`config.mk`:
```
export PLATFORM = sky130hd
export DESIGN_NAME = modbus_rtu_response_checker_top
export DESIGN_NICKNAME = d
export VERILOG_FILES = /design/src/sv/mbrc_pkg.sv /design/src/sv/modbus_rtu_response_checker_top.sv
export SDC_FILE = /design/constraint.sdc
export NUM_CORES = 1
export LEC_CHECK = 0
export ABC_AREA = 1
export BUFFER_PORTS_ARGS = -buffer_cell sky130_fd_sc_hd__buf_2
export CORE_MARGIN = 2
export CORE_UTILIZATION = 40
export DETAILED_ROUTE_END_ITERATION = 16
export GPL_TIMING_DRIVEN = 0
export PLACE_DENSITY = 0.63
export SETUP_SLACK_MARGIN = 0.3
export SLEW_MARGIN = 20
export SYNTH_ARGS = -nofsm -noshare
export SYNTH_HDL_FRONTEND = slang
export SYNTH_SLANG_ARGS = --single-unit
```
`constraint.sdc`:
```
create_clock -name clock -period 10.8 [get_ports clock]
set_input_delay 1.08 -clock clock [delete_from_list [all_inputs] [get_ports clock]]
set_output_delay 1.08 -clock clock [all_outputs]
set_load 0.02 [all_outputs]
```
`src/sv/mbrc_pkg.sv`:
```
`timescale 1ns / 1ps

package mbrc_pkg;

   // Longest response frame accepted, in bytes (byte count + 5)
   localparam int unsigned MAX_FRAME_BYTES = 256;

   localparam int unsigned POS_WIDTH = 9;
   localparam int unsigned CSR_INDEX_WIDTH = 1;

   typedef enum logic [2:0] {
      ST_FLOAT_OK     = 3'd0,
      ST_UINT_OK      = 3'd1,
      ST_BAD_ADDRESS  = 3'd2,
      ST_BAD_FUNCTION = 3'd3,
      ST_CRC_MISMATCH = 3'd4,
      ST_NO_DATA      = 3'd5,
      ST_TOO_LONG     = 3'd6
   } status_type;

   typedef enum logic [CSR_INDEX_WIDTH-1:0] {
      CSR_MIN_SLAVE_ADDRESS = 1'b0,
      CSR_MAX_SLAVE_ADDRESS = 1'b1
   } csr_index_type;

   localparam logic [7:0] FC_READ_HOLDING   = 8'd3;
   localparam logic [7:0] FC_WRITE_SINGLE   = 8'd6;
   localparam logic [7:0] FC_WRITE_MULTIPLE = 8'd16;

   localparam logic [POS_WIDTH-1:0] LEN_OVERHEAD = 9'd5;
   localparam logic [POS_WIDTH-1:0] LEN_UINT     = 9'd7;
   localparam logic [POS_WIDTH-1:0] LEN_FLOAT    = 9'd9;

   localparam logic [POS_WIDTH-1:0] POS_ADDRESS  = 9'd0;
   localparam logic [POS_WIDTH-1:0] POS_FUNCTION = 9'd1;
   localparam logic [POS_WIDTH-1:0] POS_COUNT    = 9'd2;
   localparam logic [POS_WIDTH-1:0] POS_LAST_DATA = 9'd6;

   localparam logic [15:0] CRC_INIT = 16'hFFFF;
   localparam logic [15:0] CRC_POLY = 16'hA001;

   // CRC-16/MODBUS, one byte, reflected polynomial
   function automatic logic [15:0] crc16_update(input logic [15:0] crc,
                                                input logic [7:0]  data);
      logic [15:0] c;
      c = crc ^ {8'h00, data};
      for (int k = 0; k < 8; k++) begin
         if (c[0]) begin
            c = (c >> 1) ^ CRC_POLY;
         end else begin
            c = c >> 1;
         end
      end
      return c;
   endfunction

endpackage

```
`src/sv/modbus_rtu_response_checker_top.sv`:
```
`timescale 1ns / 1ps

// Channel   Direction  Handshake            Payload
// req_      in         req_valid/req_stall  rx_byte[7:0], frame_start
// rsp_      out        rsp_valid/rsp_stall  status[2:0], function_code[7:0],
//                                           data_value[31:0]
// csr_      in         csr_write_enable     csr_index[0], csr_write_data[7:0]
//
// One request per cycle while req_stall is low. A request is held in the input
// register, then the frame logic (byte-wide CRC update, compares) runs and
// a result, if any, lands in the output register.
// Reset (synchronous) drops any partial frame and loads the address range
// 1..247. A stalled result holds the output register; the input register
// still takes a request, and req_stall rises only when both are full.

module modbus_rtu_response_checker_top
   import mbrc_pkg::*;
(
   input  logic                       clock,
   input  logic                       reset,

   input  logic                       req_valid,
   output logic                       req_stall,
   input  logic [7:0]                 req_rx_byte,
   input  logic                       req_frame_start,

   output logic                       rsp_valid,
   input  logic                       rsp_stall,
   output logic [2:0]                 rsp_status,
   output logic [7:0]                 rsp_function_code,
   output logic [31:0]                rsp_data_value,

   input  logic                       csr_write_enable,
   input  logic [CSR_INDEX_WIDTH-1:0] csr_index,
   input  logic [7:0]                 csr_write_data
);

   // configuration
   logic [7:0]  min_addr_ff, min_addr_in;
   logic [7:0]  max_addr_ff, max_addr_in;

   // input register
   logic        in_valid_ff, in_valid_in;
   logic [7:0]  in_byte_ff;
   logic        in_start_ff;

   // frame state
   logic                 active_ff,   active_in;
   logic [POS_WIDTH-1:0] pos_ff,      pos_in;
   logic [POS_WIDTH-1:0] len_ff,      len_in;
   logic [7:0]           func_ff,     func_in;
   logic [15:0]          crc_ff,      crc_in;
   logic [7:0]           crc_low_ff,  crc_low_in;
   logic [31:0]          capture_ff,  capture_in;

   // output register
   logic        out_valid_ff, out_valid_in;
   status_type  out_status_ff, out_status_in;
   logic [7:0]  out_func_ff, out_func_in;
   logic [31:0] out_data_ff, out_data_in;

   logic        advance;   // output register free this cycle
   logic        go;        // input register item is processed
   logic        req_accept;
   logic        emit;

   assign advance    = !out_valid_ff || !rsp_stall;
   assign go         = in_valid_ff && advance;
   assign req_stall  = in_valid_ff && !advance;
   assign req_accept = req_valid && !req_stall;

   // ---------------- configuration writes ----------------
   always_comb begin
      min_addr_in = min_addr_ff;
      max_addr_in = max_addr_ff;
      if (csr_write_enable) begin
         case (csr_index_type'(csr_index))
            CSR_MIN_SLAVE_ADDRESS: min_addr_in = csr_write_data;
            CSR_MAX_SLAVE_ADDRESS: max_addr_in = csr_write_data;
            default: ;
         endcase
      end
   end

   // ---------------- frame logic ----------------
   always_comb begin
      logic                 act;
      logic [POS_WIDTH-1:0] p;
      logic [POS_WIDTH-1:0] ln;
      logic [7:0]           fn;
      logic [15:0]          crc;
      logic [7:0]           lo;
      logic [31:0]          cap;
      logic [POS_WIDTH:0]   p_plus2;

      act = active_ff;
      p   = pos_ff;
      ln  = len_ff;
      fn  = func_ff;
      crc = crc_ff;
      lo  = crc_low_ff;
      cap = capture_ff;
      p_plus2 = '0;

      emit          = 1'b0;
      out_status_in = ST_NO_DATA;
      out_func_in   = func_ff;
      out_data_in   = 32'd0;

      active_in  = active_ff;
      pos_in     = pos_ff;
      len_in     = len_ff;
      func_in    = func_ff;
      crc_in     = crc_ff;
      crc_low_in = crc_low_ff;
      capture_in = capture_ff;

      if (go) begin
         if (in_start_ff) begin
            act = 1'b1;
            p   = '0;
            ln  = '0;
            fn  = 8'd0;
            crc = CRC_INIT;
            lo  = 8'd0;
            cap = 32'd0;
         end

         p_plus2 = {1'b0, p} + 10'd2;

         if (act) begin
            pos_in = p + 9'd1;
            if (p == POS_ADDRESS) begin
               crc = crc16_update(crc, in_byte_ff);
               if (in_byte_ff < min_addr_ff || in_byte_ff > max_addr_ff) begin
                  emit          = 1'b1;
                  out_status_in = ST_BAD_ADDRESS;
                  out_func_in   = 8'd0;
               end
            end else if (p == POS_FUNCTION) begin
               fn  = in_byte_ff;
               crc = crc16_update(crc, in_byte_ff);
               if (in_byte_ff != FC_READ_HOLDING && in_byte_ff != FC_WRITE_SINGLE &&
                   in_byte_ff != FC_WRITE_MULTIPLE) begin
                  emit          = 1'b1;
                  out_status_in = ST_BAD_FUNCTION;
                  out_func_in   = in_byte_ff;
               end
            end else if (p == POS_COUNT) begin
               ln  = {1'b0, in_byte_ff} + LEN_OVERHEAD;
               crc = crc16_update(crc, in_byte_ff);
               if ({1'b0, ln} > 10'(MAX_FRAME_BYTES)) begin
                  emit          = 1'b1;
                  out_status_in = ST_TOO_LONG;
                  out_func_in   = fn;
               end
            end else if (p_plus2 < {1'b0, ln}) begin
               crc = crc16_update(crc, in_byte_ff);
               if (p <= POS_LAST_DATA) begin
                  cap = {cap[23:0], in_byte_ff};
               end
            end else if (p_plus2 == {1'b0, ln}) begin
               lo = in_byte_ff;
            end else begin
               // trailing CRC high byte closes the frame
               emit        = 1'b1;
               out_func_in = fn;
               if ({in_byte_ff, lo} != crc) begin
                  out_status_in = ST_CRC_MISMATCH;
               end else if (fn == FC_READ_HOLDING && ln == LEN_FLOAT) begin
                  out_status_in = ST_FLOAT_OK;
                  out_data_in   = {cap[15:0], cap[31:16]};
               end else if (fn == FC_READ_HOLDING && ln == LEN_UINT) begin
                  out_status_in = ST_UINT_OK;
                  out_data_in   = {16'd0, cap[15:0]};
               end else begin
                  out_status_in = ST_NO_DATA;
               end
            end
         end

         active_in  = act && !emit;
         len_in     = ln;
         func_in    = fn;
         crc_in     = crc;
         crc_low_in = lo;
         capture_in = cap;
      end
   end

   // ---------------- handshake control ----------------
   always_comb begin
      if (req_accept) begin
         in_valid_in = 1'b1;
      end else if (advance) begin
         in_valid_in = 1'b0;
      end else begin
         in_valid_in = in_valid_ff;
      end

      if (advance) begin
         out_valid_in = go && emit;
      end else begin
         out_valid_in = out_valid_ff;
      end
   end

   always_ff @(posedge clock) begin
      if (reset) begin
         min_addr_ff  <= 8'd1;
         max_addr_ff  <= 8'd247;
         in_valid_ff  <= 1'b0;
         out_valid_ff <= 1'b0;
         active_ff    <= 1'b0;
         pos_ff       <= '0;
         len_ff       <= '0;
         func_ff      <= 8'd0;
         crc_ff       <= CRC_INIT;
         crc_low_ff   <= 8'd0;
         capture_ff   <= 32'd0;
      end else begin
         min_addr_ff  <= min_addr_in;
         max_addr_ff  <= max_addr_in;
         in_valid_ff  <= in_valid_in;
         out_valid_ff <= out_valid_in;
         active_ff    <= active_in;
         pos_ff       <= pos_in;
         len_ff       <= len_in;
         func_ff      <= func_in;
         crc_ff       <= crc_in;
         crc_low_ff   <= crc_low_in;
         capture_ff   <= capture_in;
      end
   end

   // payload registers
   always_ff @(posedge clock) begin
      if (req_accept) begin
         in_byte_ff  <= req_rx_byte;
         in_start_ff <= req_frame_start;
      end
      if (go && emit) begin
         out_status_ff <= out_status_in;
         out_func_ff   <= out_func_in;
         out_data_ff   <= out_data_in;
      end
   end

   assign rsp_valid         = out_valid_ff;
   assign rsp_status        = out_status_ff;
   assign rsp_function_code = out_func_ff;
   assign rsp_data_value    = out_data_ff;

`ifndef SYNTHESIS
   // a request is held back only when both registers are occupied
   assert property (@(posedge clock) disable iff (reset)
      req_stall |-> (in_valid_ff && out_valid_ff && rsp_stall))
      else $error("req_stall without full pipeline");

   // a float result only comes from a read-holding response
   assert property (@(posedge clock) disable iff (reset)
      (rsp_valid && rsp_status == ST_FLOAT_OK) |-> rsp_function_code == FC_READ_HOLDING)
      else $error("float result with wrong function code");

   // bad address never carries a function code
   assert property (@(posedge clock) disable iff (reset)
      (rsp_valid && rsp_status == ST_BAD_ADDRESS) |-> rsp_function_code == 8'd0)
      else $error("bad address with function code");

   // only value results carry data
   assert property (@(posedge clock) disable iff (reset)
      (rsp_valid && rsp_status != ST_FLOAT_OK && rsp_status != ST_UINT_OK)
         |-> rsp_data_value == 32'd0)
      else $error("data on a result without a value");
`endif

endmodule
```
## After elaboration in Yosys (flattened, before gate mapping)

Cells that the tools add are included.

- Output and inout bits: 45
- Bits in registers: 153
- Input bits: 23
- Word-level logic and storage cells: 317

- Magnitude comparators: 5
- Add/sub/neg operators: 3
- Mux-type cells: 228
- Bitwise gates (word level): 33
- Reductions and logical operators: 22
- Equal/unequal tests: 10

Operator list:

| cell | number |
|---|---|
| 2-to-1 mux 16 bit | 163 |
| 2-to-1 mux 32 bit | 8 |
| 2-to-1 mux 8 bit | 23 |
| inverter 2 -> 3 bit | 29 |
| 2-to-1 mux 9 bit | 8 |
| 2-to-1 mux 3 bit | 10 |
| != test 16 bit | 1 |
| XOR 16 x 8 -> 16 bit | 1 |
| 2-to-1 mux 1 bit | 15 |
| adder 9 x 2 -> 10 bit (second input constant) | 1 |
| equality test 10 x 9 -> 1 bit | 1 |
| < comparator 10 x 9 -> 1 bit | 1 |
| adder 8 x 3 -> 9 bit (second input constant) | 1 |
| adder 9 x 1 -> 9 bit (second input constant) | 1 |
| equality test 9 x 1 -> 1 bit (second input constant) | 1 |
| equality test 9 x 2 -> 1 bit (second input constant) | 1 |
| equality test 9 x 3 -> 1 bit (second input constant) | 1 |
| equality test 9 x 4 -> 1 bit (second input constant) | 1 |
| greater-than comparator 9 bit (second input constant) | 1 |
| less-or-equal comparator 9 x 3 -> 1 bit (second input constant) | 1 |
| logical AND 1 bit | 9 |
| logical NOT 9 bit | 1 |
| equality test 8 x 2 -> 1 bit (second input constant) | 1 |
| greater-than comparator 8 bit | 1 |
| 11 further kinds | 20 |

## Depth between registers and ports, before layout

- Depth after elaboration: 68
- Gate-level depth with buffers: 22
- Mapped depth without buffers: 21

## Least setup slack after synthesis

No wires, ideal clock.

- Path type: flip-flop to flip-flop
- From: register in_start_ff
- To: register out_data_ff[0] (netlist: rsp_data_value[0]) (enable)
- Stages on the path, launching flop included: 20
- Setup slack: 6.894 ns
- Clock period less this slack: 3.906 ns
- Buffers on the path: 2
- Setup time: 0.397 ns
- Data required time: 10.403 ns
- Arrival time: 3.509 ns
- Path through: edfxtp_1 -> buf_6 -> buf_6 -> nor2_1 -> ha_1 -> nand2_2 -> nor2_8 -> xor2_1 -> inv_1 -> ha_1 -> nand2_1 -> o21ai_0 -> nand3_1 -> nand3_4 -> nand2_1 -> nand2_1 -> nand3_1 -> nand2_1 -> nand2_1 -> inv_1

- Word-level cells in the longest chain between the ends: 13
- Elaborated cells between the ends (all ways): 21
- Classes of those cells: add/sub: 1; order compare: 1; eq/ne: 3; mux: 14; reduce/logical: 2

Ends and longest elaborated chain:

| element | RTL line | RTL |
|---|---|---|
| start, declared | modbus_rtu_response_checker_top.sv:45 | `logic in_start_ff;` |
| start signal, assigned | modbus_rtu_response_checker_top.sv:240 | `in_start_ff <= req_frame_start;` |
| branches (longest 9 deep; another with adder 9 x 2 -> 10 bit) | n/a |  |
| 2-to-1 mux 1 bit (*) | modbus_rtu_response_checker_top.sv:131 | `if (act) begin` |
| 2-to-1 mux 1 bit (*) (2 in a row) | modbus_rtu_response_checker_top.sv:118 | `if (go) begin` |
| logical AND 1 bit (*) | modbus_rtu_response_checker_top.sv:242 | `if (go && emit) begin` |
| end signal, assigned | modbus_rtu_response_checker_top.sv:245 | `out_data_ff <= out_data_in;` |
| end, declared | modbus_rtu_response_checker_top.sv:60 | `logic [31:0] out_data_ff, out_data_in;` |

Mark *: on every way between the ends. The select of a mux whose other input is x is not followed.
A chain may end at the register's enable or synchronous reset.

## Final worst setup path

- From: register in_start_ff
- To: register out_data_ff[14] (netlist: rsp_data_value[14]) (enable)

Same word-level chain as after synthesis.

==> impl_results.md <==
* Outcome: complete, no violations
* Final core utilization at 46.9%
* Inst Count DP at 1584
* Max VDD drop at 113 uV
* Avg Vias per Cell at 5.47
* CTS Hold Buffers Added at 0
* Synth Area in Simple Gates at 30.2%
* CP max FO at 39
* Worst Tran Pin Value at 0.841 ns
* Finish-stage setup viols at 0
* Final Hold Viols at 0
* Die Span X at 154 um
* Worst skew pair latency at 0.44 ns
* Total CTS buffers at 17
* Maximum Capacitance Violations at 0
* Adder-cell area share of the yosys netlist at 4.44%
* RR Endpoint: rsp_data_value[14]
* Antenna Cells at 0
* Mapped Cells at 1237
* DRT antenna net count at 0
* DRT iter0 DRCs at 929
* Via count at 8842
* Slew Limit Fails at 0
* PortBufs at 66
* Reg2reg setup slack at 6.55 ns
* Grt total ovfl at 0
* Slew HR at 43.9%
* Syn Nets at 1292
* R2R depth at 20
* Max clock buf depth at 2
* Synth Warn # at 0
* Gp weighted congestion at 0.958
* GRT Util Overall at 23.9%
* First-pass GRT wire length at 44700 um
* Xor and xnor area share after synthesis at 2.04%
* IO Pins at 68
* Post-synthesis mux area share at 0%
* Initial core utilization at 41.1%
* Crit Path Class: register to register
* Drt wl/cell at 17.3 um
* Register Area at 0.00358 mm2
* Top FF cell, synth: dfxtp_1
* CTS H-tree lvls at 4
* Avg Cell Area, Syn at 7.30 um2
* CTS Root Cell: clkbuf_16
* Number of setup buffers added after CTS at 0
* Fin crit share at 39.4%
* Largest family of logic cells by synthesized area: simple AND/OR/NAND/NOR gates
* Rows at 54
* Layout net count at 1378
* # resized after CTS at 0
* Most frequent cells in the layout: 339 x nand2_1, 131 x a21oi_1, 104 x inv_1, 101 x nor2_1, 101 x dfxtp_1
* Final WS setup at 6.55 ns
* Most common cell after layout, fill and taps aside: nand2_1
* HP Class: register to register
* Reg2Reg Launch Point: in_start_ff
* Worst Path Required at 10.93 ns
* Post-synth EDFFs at 52
* Fin cells at 1616
* Register area share after synthesis at 39.7%
* RSZ-0062 raised after global routing: false
* LEAKAGE at 0.00417 uW
* Clk slew on worst S/H paths at 0.07 ns
* # fillers at 2185
* Compound-Gate Fraction of Synth Area at 15.0%
* Clock sinks at 153
* Min cycle time layout at 4.25 ns
* Multi-input gate area at 0.00467 mm2
* Pin count of the biggest net entering global routing at 40
* Top cell type's share of synthesized area at 22.4%
* Core area at 0.0220 mm2
* Pwr Total at 1420 uW
* Crit start category: register
* TritonCTS clock tree: built
* Worst Setup SP: in_start_ff
* Cell area after synthesis at 0.00902 mm2
* Die area at 0.0238 mm2
* Synth area leaders: dfxtp_1 22%, edfxtp_1 17%, nand2_1 14%
* DRT Pass-1 Iters at 7
* Routed WL at 28000 um
* Fmax at 235 MHz
* CP endpoint: rsp_data_value[14]
* Asr flop ratio synth at 0%
* DR DRC count at 0
* Die height at 154 um
* Dpl ws at 6.63 ns
* Worst Setup End Kind: register
* Vias in the first global route at 8279
* Initial antenna violation count at 0
* Post-synth top area cell: dfxtp_1
* Critical path data arrival time at 4.39 ns
* Area delta synth->final at 14.1%
* HPWL after detailed placement at 20500 um
* Share of cells above drive strength 1 at 12.5%
* Power density cells at 138 mW/mm2
* FF+latch count, synth at 153
* Synth cell types at 49
* Worst Skew at 0.0161 ns
* TNS Setup at 0 ns
-- layout make-up --
type / instances / area share, %
Tap cell: 280 / 3.40
Clock buffer: 17 / 4.13
Timing Repair Buffer: 67 / 3.40
Multi-Input combinational cell: 906 / 45.3
Clock inverter: 15 / 1.46
Sequential cell: 153 / 34.8
Buffer: 61 / 3.27
Inverter: 117 / 4.26
-- worst max-delay path, stage by stage, from the launching register on --
cell,delay (ns)
edfxtp_1,0.47
inv_2,0.16
buf_6,0.20
buf_6,0.18
clkbuf_1,0.39
clkbuf_1,0.55
nand2_1,0.21
ha_1,0.34
inv_1,0.07
nor2_1,0.09
nor2_1,0.05
inv_1,0.05
nand4_1,0.14
nand3_4,0.14
nand2_1,0.09
nand2_1,0.06
nand3_1,0.07
nand2_1,0.09
nand2_1,0.14
inv_2,0.19
buf_12,0.25
-- logic make-up (layout without fill, tap and decap cells) --
logic type,count (synthesis),count (layout)
xor+xnor,21,21
compound gates,245,245
fa+ha+maj,32,32
simple gates,608,608
buf+inv,178,277
flops,153,153
-- synthesized netlist by cell type, types with 2 or more instances --
| cell type | count |
|---|---|
| buf_2 | 8 |
| nor3_2 | 2 |
| xnor2_1 | 3 |
| edfxtp_1 | 52 |
| nor2_8 | 2 |
| inv_2 | 10 |
| o22ai_1 | 2 |
| nor2_4 | 5 |
| ha_1 | 32 |
| dfxtp_1 | 101 |
| o21ai_0 | 67 |
| o32ai_1 | 16 |
| xor2_1 | 18 |
| nand4_1 | 20 |
| buf_6 | 11 |
| nand2_2 | 4 |
| clkinv_1 | 2 |
| o21ai_1 | 4 |
| nor2_1 | 101 |
| nor4_1 | 8 |
| nand3_1 | 89 |
| a21oi_1 | 131 |
| nor2_2 | 8 |
| nor3_1 | 13 |
| clkbuf_1 | 36 |
| inv_1 | 105 |
| o211ai_1 | 20 |
| nand2_1 | 339 |
| buf_1 | 4 |
| nand3_2 | 2 |
| nand2_4 | 4 |
-- power breakdown --
group / internal [uW] / switching, uW / total [uW]
sequential: 615 / 12.6 / 627
clock: 308 / 290 / 598
combinational: 54.7 / 138 / 192
total: 977 / 441 / 1420
-- sequential cells by signal (all words and copies together), names as in the netlist, 9 cells and up --
register	flops
crc_ff	16
rsp_data_value	32
len_ff	9
capture_ff	32
pos_ff	9
-- metal layers --
layer | vias up | wire, um | global-route usage [%]
met5 | - | 0 | 0
met4 | 0 | 782 | 8.63
met3 | 60 | 2410 | 4.01
li1 | 4330 | - | -
met2 | 372 | 12600 | 38.1
met1 | 4080 | 12200 | 32.9
-- worst min-delay path by stage --
stage | depth (start not counted) | to | slack (ns) | start
2_1_floorplan | 2 | min_addr_ff[0] | 0.43 | min_addr_ff[0]
3_3_place_gp | 2 | min_addr_ff[0] | 0.44 | min_addr_ff[0]
3_5_place_dp | 2 | min_addr_ff[0] | 0.45 | min_addr_ff[0]
4_1_cts | 2 | min_addr_ff[0] | 0.47 | min_addr_ff[0]
5_1_grt | 2 | capture_ff[9] | 0.48 | capture_ff[9]
6_report | 2 | min_addr_ff[0] | 0.46 | min_addr_ff[0]
-- stage by stage --
step                      hold slack, ns  instance area (um2)
after global routing               0.483                10300
after floorplan                    0.429                 9020
after detailed placement           0.446                 9730
after CTS                          0.465                10300
after global placement             0.443                 9710
final                              0.463                10300
No activity file was read; power rests on OpenSTA's default activity.
